<file path="config.mk">
export PLATFORM = sky130hd
export DESIGN_NAME = token_bucket_shaper
export DESIGN_NICKNAME = d
export VERILOG_FILES = /design/src/rtl/core/tbs_pkg.sv /design/src/rtl/core/token_bucket_shaper.sv
export VERILOG_INCLUDE_DIRS = /design/src /design/src/rtl/core
export SDC_FILE = /design/constraint.sdc
export NUM_CORES = 1
export LEC_CHECK = 0
export CAP_MARGIN = 20
export CELL_PAD_IN_SITES_DETAIL_PLACEMENT = 2
export CELL_PAD_IN_SITES_GLOBAL_PLACEMENT = 2
export CORE_MARGIN = 2
export CORE_UTILIZATION = 48
export CTS_CLUSTER_SIZE = 14
export DETAILED_ROUTE_END_ITERATION = 10
export DONT_BUFFER_PORTS = 1
export PLACE_DENSITY_LB_ADDON = 0.1
export REMOVE_ABC_BUFFERS = 1
export SLEW_MARGIN = 15
export SYNTH_ARGS = -nofsm -noshare
export SYNTH_HDL_FRONTEND = slang
export SYNTH_SLANG_ARGS = --single-unit
</file>
<file path="constraint.sdc">
create_clock -name clk -period 14.9 [get_ports clk]
set_clock_uncertainty 0.15 [all_clocks]
set_input_delay 3.725 -clock clk [delete_from_list [all_inputs] [get_ports clk]]
set_output_delay 3.725 -clock clk [all_outputs]
set_load 0.01 [all_outputs]
</file>
<file path="src/rtl/core/assert_macros.svh">
// Assertion macros shared by the token bucket shaper RTL.
// Depends on nothing; included by files that carry concurrent assertions.
`ifndef ASSERT_MACROS_SVH
`define ASSERT_MACROS_SVH

// Same-cycle implication, disabled while reset is asserted (active low).
`define AST_IMPL(label, clk, rst_n, ante, cons, msg) \
  label: assert property (@(posedge clk) disable iff (!(rst_n)) (ante) |-> (cons)) \
    else $error(msg);

// Next-cycle implication, disabled while reset is asserted (active low).
`define AST_NEXT(label, clk, rst_n, ante, cons, msg) \
  label: assert property (@(posedge clk) disable iff (!(rst_n)) (ante) |=> (cons)) \
    else $error(msg);

`endif

</file>
<file path="src/rtl/core/tbs_pkg.sv">
// Types and constants for the token bucket shaper.
// No dependencies; imported by token_bucket_shaper.
package tbs_pkg;

  // Event kinds on the input channel.
  localparam logic CMD_TICK   = 1'b0;
  localparam logic CMD_PACKET = 1'b1;

  // Register index select (paddr[2]) and reset value of the capacity register.
  localparam logic       REG_CAPACITY  = 1'b0;
  localparam logic [7:0] CAPACITY_RST  = 8'd10;

  typedef enum logic [2:0] {
    ST_TOKEN_ADDED   = 3'd0,
    ST_TOKEN_DROPPED = 3'd1,
    ST_PKT_QUEUED    = 3'd2,
    ST_PKT_TOO_LARGE = 3'd3,
    ST_PKT_QUEUE_FULL = 3'd4
  } status_t;

  // One waiting packet.
  typedef struct packed {
    logic [15:0] id;
    logic [7:0]  need;
  } entry_t;

endpackage

</file>
<file path="src/rtl/core/token_bucket_shaper.sv">
// Token bucket traffic shaper: input register, single-pass event logic, result register.
// Depends on tbs_pkg and assert_macros.svh.
`include "assert_macros.svh"

// The shaper takes one event per beat: a token tick or a packet arrival. busy is
// always low, so an event can be issued on every clock; each accepted beat yields
// exactly one result via the input and result registers, shown for one cycle with
// out_valid high. The receiver cannot stall results; none are ever held back or merged.
// Throughput is one event per cycle, set by the single pass from the input
// register through the bucket compare/add/subtract and the FIFO pointers into the
// result register. Waiting packets sit in a QUEUE_DEPTH-entry memory; the head
// entry and the entry behind it are kept in registers so that a release never
// waits on a memory read. The memory needs no clearing pass after reset: only
// written entries are ever released. bucket_capacity sits at byte address 0 of
// the APB port and should be changed only while no event is in flight.
module token_bucket_shaper #(
  parameter int QUEUE_DEPTH = 16
) (
  input  logic                  clk,
  input  logic                  rst_n,
  // Event channel
  input  logic                  start,
  output logic                  busy,
  input  logic                  in_cmd,
  input  logic [15:0]           in_packet_id,
  input  logic [7:0]            in_tokens_needed,
  // Result channel
  output logic                  out_valid,
  output tbs_pkg::status_t      out_status,
  output logic                  out_released,
  output logic [15:0]           out_released_id,
  output logic [7:0]            out_released_tokens,
  output logic [7:0]            out_bucket_level,
  output logic [4:0]            out_queue_count,
  // Configuration port
  input  logic                  psel,
  input  logic                  penable,
  input  logic                  pwrite,
  input  logic [2:0]            paddr,
  input  logic [31:0]           pwdata,
  output logic [31:0]           prdata,
  output logic                  pready
);
  import tbs_pkg::*;

  localparam int PW = (QUEUE_DEPTH > 1) ? $clog2(QUEUE_DEPTH) : 1;
  localparam int CW = $clog2(QUEUE_DEPTH + 1);
  localparam logic [CW-1:0] CNT_FULL = CW'(QUEUE_DEPTH);
  localparam logic [PW-1:0] PTR_LAST = PW'(QUEUE_DEPTH - 1);

  function automatic logic [PW-1:0] next_slot(input logic [PW-1:0] p);
    logic [PW-1:0] r;
    r = (p == PTR_LAST) ? '0 : PW'(p + 1'b1);
    return r;
  endfunction

  // Configuration register.
  logic [7:0] cap_r;
  logic       cfg_wr;

  // Input register.
  logic        v1_r;
  logic        cmd1_r;
  entry_t      ent1_r;

  // Bucket and FIFO state.
  logic [7:0]    lvl_r, lvl_nxt;
  logic [PW-1:0] hd_ptr_r, hd_ptr_nxt;
  logic [PW-1:0] tl_ptr_r, tl_ptr_nxt;
  logic [CW-1:0] cnt_r, cnt_nxt;
  entry_t        head_r, head_nxt;

  // Look-ahead on the entry behind the head, with write bypass.
  entry_t        mem [QUEUE_DEPTH];
  entry_t        rd_data_r;
  entry_t        byp_data_r;
  logic          byp_r;
  logic [PW-1:0] rd_addr;
  logic          byp_hit;
  entry_t        behind_head;

  // Event decode.
  logic    push;
  logic    rel;
  status_t st;
  logic [7:0] lvl_tick;
  entry_t  rel_ent;

  // Result register.
  logic       out_valid_r;
  status_t    out_status_r;
  logic       out_released_r;
  entry_t     out_ent_r;
  logic [7:0] out_level_r;
  logic [4:0] out_count_r;

  // ---------------------------------------------------------------------------
  // APB register. Zero-wait, so pready is tied high; the write lands on the
  // access phase. Any byte address with paddr[2] low (0 to 3) decodes to the capacity register.
  // ---------------------------------------------------------------------------
  assign pready = 1'b1;
  assign cfg_wr = psel && penable && pwrite && pready;

  always_ff @(posedge clk) begin
    if (!rst_n) begin
      cap_r <= CAPACITY_RST;
    end else if (cfg_wr && (paddr[2] == REG_CAPACITY)) begin
      cap_r <= pwdata[7:0];
    end
  end

  always_comb begin
    prdata = '0;
    if (paddr[2] == REG_CAPACITY) begin
      prdata = {24'd0, cap_r};
    end
  end

  // ---------------------------------------------------------------------------
  // Input register. Every event is taken; busy never rises.
  // ---------------------------------------------------------------------------
  assign busy = 1'b0;

  always_ff @(posedge clk) begin
    if (!rst_n) begin
      v1_r <= 1'b0;
    end else begin
      v1_r <= start && !busy;
    end
  end

  always_ff @(posedge clk) begin
    if (start && !busy) begin
      cmd1_r      <= in_cmd;
      ent1_r.id   <= in_packet_id;
      ent1_r.need <= in_tokens_needed;
    end
  end

  // ---------------------------------------------------------------------------
  // Event logic. A tick first adds a token unless the bucket is at capacity,
  // then tests the head of the queue. An arrival is checked against the
  // capacity before the queue fill; it may only leave at once when the queue
  // was empty, in which case it is pushed and popped in the same cycle.
  // ---------------------------------------------------------------------------
  assign behind_head = byp_r ? byp_data_r : rd_data_r;

  always_comb begin
    push     = 1'b0;
    rel      = 1'b0;
    st       = ST_TOKEN_ADDED;
    lvl_tick = lvl_r;
    rel_ent  = head_r;
    lvl_nxt  = lvl_r;

    if (v1_r) begin
      if (cmd1_r == CMD_TICK) begin
        if (lvl_r >= cap_r) begin
          st = ST_TOKEN_DROPPED;
        end else begin
          lvl_tick = 8'(lvl_r + 8'd1);
        end
        lvl_nxt = lvl_tick;
        if ((cnt_r != '0) && (lvl_tick >= head_r.need)) begin
          rel     = 1'b1;
          rel_ent = head_r;
          lvl_nxt = 8'(lvl_tick - head_r.need);
        end
      end else if (ent1_r.need > cap_r) begin
        st = ST_PKT_TOO_LARGE;
      end else if (cnt_r == CNT_FULL) begin
        st = ST_PKT_QUEUE_FULL;
      end else begin
        st   = ST_PKT_QUEUED;
        push = 1'b1;
        if ((cnt_r == '0) && (lvl_r >= ent1_r.need)) begin
          rel     = 1'b1;
          rel_ent = ent1_r;
          lvl_nxt = 8'(lvl_r - ent1_r.need);
        end
      end
    end
  end

  // Pointers, count and the registered head entry.
  always_comb begin
    tl_ptr_nxt = push ? next_slot(tl_ptr_r) : tl_ptr_r;
    hd_ptr_nxt = rel ? next_slot(hd_ptr_r) : hd_ptr_r;

    cnt_nxt = cnt_r;
    if (push && !rel) begin
      cnt_nxt = CW'(cnt_r + 1'b1);
    end else if (rel && !push) begin
      cnt_nxt = CW'(cnt_r - 1'b1);
    end

    head_nxt = head_r;
    if (push && (cnt_r == '0)) begin
      head_nxt = ent1_r;
    end else if (rel) begin
      head_nxt = behind_head;
    end

    // Fetch the slot behind the next head; a same-cycle push there is bypassed.
    rd_addr = next_slot(hd_ptr_nxt);
    byp_hit = push && (tl_ptr_r == rd_addr);
  end

  always_ff @(posedge clk) begin
    if (!rst_n) begin
      lvl_r    <= '0;
      hd_ptr_r <= '0;
      tl_ptr_r <= '0;
      cnt_r    <= '0;
    end else begin
      lvl_r    <= lvl_nxt;
      hd_ptr_r <= hd_ptr_nxt;
      tl_ptr_r <= tl_ptr_nxt;
      cnt_r    <= cnt_nxt;
    end
  end

  always_ff @(posedge clk) begin
    head_r     <= head_nxt;
    byp_r      <= byp_hit;
    byp_data_r <= ent1_r;
  end

  // Packet memory: one write port at the tail, one registered read port.
  always_ff @(posedge clk) begin
    if (push) begin
      mem[tl_ptr_r] <= ent1_r;
    end
  end

  always_ff @(posedge clk) begin
    rd_data_r <= mem[rd_addr];
  end

  // ---------------------------------------------------------------------------
  // Result register. Released fields read zero when nothing left the queue.
  // ---------------------------------------------------------------------------
  always_ff @(posedge clk) begin
    if (!rst_n) begin
      out_valid_r    <= 1'b0;
      out_released_r <= 1'b0;
    end else begin
      out_valid_r    <= v1_r;
      out_released_r <= rel;
    end
  end

  always_ff @(posedge clk) begin
    out_status_r <= st;
    out_ent_r    <= rel ? rel_ent : '0;
    out_level_r  <= lvl_nxt;
    out_count_r  <= 5'(cnt_nxt);
  end

  assign out_valid           = out_valid_r;
  assign out_status          = out_status_r;
  assign out_released        = out_released_r;
  assign out_released_id     = out_ent_r.id;
  assign out_released_tokens = out_ent_r.need;
  assign out_bucket_level    = out_level_r;
  assign out_queue_count     = out_count_r;

  // ---------------------------------------------------------------------------
  // Assertions
  // ---------------------------------------------------------------------------
  `AST_IMPL(a_cnt_bound, clk, rst_n, 1'b1, cnt_r <= CNT_FULL, "queue count above depth")
  `AST_IMPL(a_empty_ptrs, clk, rst_n, cnt_r == '0, hd_ptr_r == tl_ptr_r,
            "empty queue with unequal pointers")
  `AST_NEXT(a_one_result, clk, rst_n, v1_r, out_valid_r, "accepted event lost its result")
  `AST_IMPL(a_rel_status, clk, rst_n, out_valid_r && out_released_r,
            out_status_r != ST_PKT_TOO_LARGE && out_status_r != ST_PKT_QUEUE_FULL,
            "release on a dropped arrival")
  `AST_IMPL(a_rel_empty, clk, rst_n,
            out_valid_r && out_released_r && out_status_r == ST_PKT_QUEUED,
            out_count_r == 5'd0, "immediate release left the queue non-empty")

endmodule
</file>
==> Word-level counts from Yosys, hierarchy flattened <==
Memories as Yosys holds them, arrays and structs flattened. A register that Yosys moved wholly into a read port is not among the register bits.
Index checks and enable logic that the tools add are counted.
{ "totals": {"register_bits": 146, "ramBits": 384, "in_bits": 66, "out_inout_bits": 76, "word_cells": 94, "mem_count": 1} }
{ "memory_table": {"columns": ["name", "words", "word_bits", "read_ports", "rd_clocked_by_memory_dff", "write_ports", "line_no", "text"], "rows": [
  ["mem", 16, 24, 1, 1, 1, "token_bucket_shaper.sv:74", "entry_t mem [QUEUE_DEPTH];"]
]} }
{ "op_classes": {"add_sub_neg": 8, "order_cmp": 4, "n_eq_ne": 5, "muxes": 40, "bitwise": 1, "reduce_logical": 14} }
{ "ops": {"columns": ["cell", "count"], "rows": [
  ["$mux W24", 8],
  ["$mux W8", 10],
  ["$ge A8 B8 Y1", 3],
  ["$mux W4", 4],
  ["$sub A8 B8 Y8", 2],
  ["$mux W1", 13],
  ["$add A4 B1 Y4 const B", 3],
  ["$eq A4 B4 Y1 const B", 3],
  ["$mux W5", 2],
  ["$logic_and A1 B1 Y1", 9],
  ["$mux W3", 3],
  ["$add A8 B1 Y8 const B", 1],
  ["$gt A8 B8 Y1", 1],
  ["$add A5 B1 Y5 const B", 1],
  ["$eq A5 B5 Y1 const B", 1],
  ["$logic_not A5 Y1", 1],
  ["$reduce_bool A5 Y1", 1],
  ["$sub A5 B1 Y5 const B", 1],
  ["$eq A4 B4 Y1", 1],
  ["$logic_not A1 Y1", 2],
  ["$reduce_bool A2 Y1", 1],
  ["$not A1 Y1", 1]
]} }

==> Logic depth before layout (Yosys ltp) <==
{ "logic_depth": {"depth_word": 14, "depth_mapped": 35, "mapped_depth_nobuf": 28} }

==> Worst setup path before layout <==
Ideal clock, no wire load.
{ "synth_timing": {"kind": "input to output", "startpoint": "in paddr[2]", "endpoint": "out prdata[0]", "arrival_ns": 4.096, "required_ns": 11.025, "path_slack_ns": 6.929, "stages": 2, "path_buffers": 1, "cell_sequence": "clkbuf_1 nor2b_1"} }
{ "synth_between": {"elab_chain_len": 1} }
{ "synth_rtl": {"columns": ["item", "line_no", "text"], "rows": [
  ["from (decl)", "token_bucket_shaper.sv:39", "input logic [2:0] paddr,"],
  ["$mux W8", "token_bucket_shaper.sv:114", "if (paddr[2] == REG_CAPACITY) begin"],
  ["to (decl)", "token_bucket_shaper.sv:41", "output logic [31:0] prdata,"]
]} }
Every way passes these cells.

==> Final worst setup path <==
{ "layout_timing": {"startpoint": "reg lvl_r[0]", "endpoint": "reg rd_data_r[21] (netlist name)"} }
{ "layout_between": {"elab_chain_len": 12, "elab_cells_between_ends": 19, "cone_classes": "2 x add/sub; 3 x order compare; 1 x eq/ne; 11 x mux; 2 x reduce/logical"} }
{ "layout_rtl": {"columns": ["item", "line_no", "text"], "rows": [
  ["from (decl)", "token_bucket_shaper.sv:67", "logic [7:0] lvl_r, lvl_nxt;"],
  ["from (signal assigned)", "token_bucket_shaper.sv:216", "lvl_r <= lvl_nxt;"],
  ["$add A8 B1 Y8 or $ge A8 B8 Y1 (tied branches)", "token_bucket_shaper.sv:161, token_bucket_shaper.sv:158", null],
  ["$mux W8", "token_bucket_shaper.sv:158", "if (lvl_r >= cap_r) begin"],
  ["$mux W8", "token_bucket_shaper.sv:157", "if (cmd1_r == CMD_TICK) begin"],
  ["$mux W8", "token_bucket_shaper.sv:156", "if (v1_r) begin"],
  ["$ge A8 B8 Y1", "token_bucket_shaper.sv:164", "if ((cnt_r != '0) && (lvl_tick >= head_r.need)) begin"],
  ["$logic_and A1 B1 Y1", "token_bucket_shaper.sv:164", null],
  ["$mux W1", "token_bucket_shaper.sv:164", null],
  ["$mux W1 (*)", "token_bucket_shaper.sv:157", null],
  ["$mux W1 (*)", "token_bucket_shaper.sv:156", null],
  ["$mux W4 (*)", "token_bucket_shaper.sv:188", "hd_ptr_nxt = rel ? next_slot(hd_ptr_r) : hd_ptr_r;"],
  ["net hd_ptr_nxt[1]", "token_bucket_shaper.sv:68", "logic [PW-1:0] hd_ptr_r, hd_ptr_nxt;"],
  ["$add A4 B1 Y4 or $eq A4 B4 Y1 (tied branches)", "token_bucket_shaper.sv:53", "r = (p == PTR_LAST) ? '0 : PW'(p + 1'b1);"],
  ["$mux W4 (*)", "token_bucket_shaper.sv:53", null]
]} }
Mark *: on every way through the listed nets, which the timed path passes. The rest lies on a longest branch. The select of a mux whose other input is x is not followed.
A chain may end at the register's enable or synchronous reset.

==> impl_metrics.ini <==
[run]
cap_violations = 0

[placed_design]
hpwl_mm = 43.86
place_inst = 2463
place_ws_ns = 5.855
place.gp.congestion = 0.8112
place_area_um2 = 25090
numPortBuffers = 0

[drt]
firstDrtPassIters = 5
routed-via-count = 16440
ant_nets = 0
route.detailed.drc = 0
routed_wl_mm = 77.79
vias_per_cell = 6.370
drt_iter0_drc = 1280
wl_per_cell_um = 30.14

[yosys]
synthFlopType = edfxtp_1
synth_fa_ha_area_share_pct = 2.258
yosys.area.top_type = edfxtp_1
synth_area_per_cell_um2 = 12.98
seq_area_frac_synth_pct = 62.98
ys_warn_count = 0
yosys.cell_types.count = 78
synthTopCellsByArea = edfxtp_1 53%, dfxtp_1 9.9%, mux2i_1 6.3%
synth_compound_area_share_pct = 9.998
synthesis.area_um2 = 24490
ys_ff_latch = 554
synth_top_family_by_area = simple AND/OR/NAND/NOR gates
synth-simple-area-share_pct = 11.39
muxShareOfSynthArea_pct = 8.588
synth_edf_count = 433
synth_cells = 1887
synthArstFlopShare_pct = 0
netlist.area_leader.share_pct = 53.09
synth_xor_area_share_pct = 0.8940

[clocking]
cts_tree = done
cts-root-buf = clkbuf_16
h-tree-depth = 2
path_clk_slew_ns = 0.06
postCtsSetupBuffers = 0
numCtsBuffers = 60
cts_resized = 0
clock_sink_count = 554
hold_buffers = 0
cts.path.max_buffers = 3
clkLatencyLatePin_ns = 0.63

[finish]
syn_to_final_growth_pct = 11.01
antenna_cells = 0
nets = 1966
fin_area_um2 = 27190
final_cell_mix = 433 x edfxtp_1, 177 x nand2_1, 155 x mux2i_1, 149 x nor3_1, 120 x dfxtp_1
fill_cells = 4653
final_common_cell = edfxtp_1
final_cell_count_no_fill = 2581
drive_gt1_share_pct = 11.52

[sta]
max_freq_ghz = 0.1076
finalCriticalPeriod_ns = 9.297
tns_ns = 0
finalSetupViolations = 0
finalWorstSetupSlack_ns = 5.603
maxSlewViolCount = 0
hold_slack_ns = 0.3199
fin_crit_sh_pct = 62.40
hold_viol_final = 0
tightest_slew_ns = 1.154
rsz0062_at_grt = no
maxSlewHeadroom_pct = 22.87

[power]
netSwitchingPower_uw = 1352
leakagePower_uw = 0.009002
p_int_uw = 3031
powerDensity_nw_per_um2 = 161.2
clockPowerShare_pct = 34.1
switching_share_pct = 30.85
ir_drop_mv = 0.1612
pwr-share-seq_pct = 40.8
power_frac_comb_pct = 25.1

[worst_hold_path]
holdCritPathClass = flop to flop

[floorplan]
fp.dieW_um = 229.9
rows = 82
core-area_um2 = 50270
start_util_pct = 48.72
die-area_um2 = 52840
die_h_um = 229.9
ios = 142

[grt]
grt_overflow_total = 0
antenna_found_initial = 0
grt_pass1_wl_mm = 115.0
grt_pass1_vias = 18250
grt_max_degree = 165
grt_usage_pct = 29.10

[critical_path]
cpPeakStageDelay_ns = 0.87
end_kind = flop
crit_slowest_cell = a2111oi_2
required_ns = 15.24
cp-start-kind = flop
cpMostUsedCell = a21o_1
cp.arrival_ns = 9.64
worstSetupPathType = flop to flop
crit_fanout = 67

[status]
status = finished clean
cells by family after synthesis:
kind of cell / count (synthesis)
simple gates: 563
flops: 554
compound gates: 321
buf+inv: 200
mux: 179
fa+ha+maj: 43
xor+xnor: 25
other cells: 2
Yosys cell counts, drive strengths merged, types with 9 or more instances:
library cell  instances
o31ai                50
nand2b               10
clkbuf               88
edfxtp              433
o21ai                46
and2                 22
mux4                 24
nor2                 82
xnor2                19
mux2i               155
a32o                 25
a31oi                51
buf                  69
nand2               177
a21boi               12
ha                   41
inv                  43
nor3                155
nand3                59
nor4                 24
a21oi                21
a22o                 18
dfxtp               121
o32ai                47
nand4                 9
critical path, delay by kind of cell (launching register included):
family	cells	cell delay, ns
simple gates	8	1.98
flops	1	0.33
buf+inv	4	1.60
xor+xnor	1	0.16
fa+ha+maj	3	0.87
compound gates	13	3.95
stage by stage:
step / total power [uW] / util (%)
5_1_grt: 4543 / 54.08
6_report: 4384 / 54.08
2_1_floorplan: 2720 / -
3_3_place_gp: 2832 / 49.91
3_5_place_dp: 2902 / 49.91
4_1_cts: 4402 / 53.88
routing by layer:
metal	GRT usage [%]	part of all wire (%)
met1	37.18	42
met2	50.90	51
met3	3.832	4.7
met4	10.18	2.9
met5	0	0
power groups by stage:
stage / Sequential [uW] / Clock, uW / Combinational, uW
6_report: 1790 / 1490 / 1100
5_1_grt: 1800 / 1570 / 1180
4_1_cts: 1790 / 1520 / 1100
3_5_place_dp: 1820 / 0 / 1080
3_3_place_gp: 1820 / 0 / 1020
2_1_floorplan: 1800 / 0 / 920
flip-flops by register name (all words and copies together), names as in the netlist, 16 cells and up:
register,cells
mem,384
ent1_r,24
byp_data_r,24
rd_data_r,24
out_released_id,16
head_r,24
worst paths after layout:
path	to	start	depth (start not counted)	slack [ns]
min reg2reg	out_released_id[0]$_SDFF_PP0_	head_r[8]$_DFFE_PP_	1	0.32
max reg2reg	rd_data_r[21]$_DFF_P_	lvl_r[0]$_SDFF_PN0_	29	5.60
min	out_released_id[0]$_SDFF_PP0_	head_r[8]$_DFFE_PP_	1	0.32
max	rd_data_r[21]$_DFF_P_	lvl_r[0]$_SDFF_PN0_	29	5.60
cell type report:
| cell class | instances | area (um^2) | share of cell area, % |
|---|---|---|---|
| well taps | 672 | 840.8 | 3.093 |
| multi-input cells | 1157 | 8369 | 30.78 |
| clock buffers | 85 | 1737 | 6.388 |
| clock inverters | 29 | 257.7 | 0.9480 |
| repair buffers | 41 | 392.9 | 1.445 |
| flip-flops and latches | 554 | 15430 | 56.74 |
| inverters | 43 | 163.9 | 0.6029 |
No activity file was read; power rests on OpenSTA's default activity.
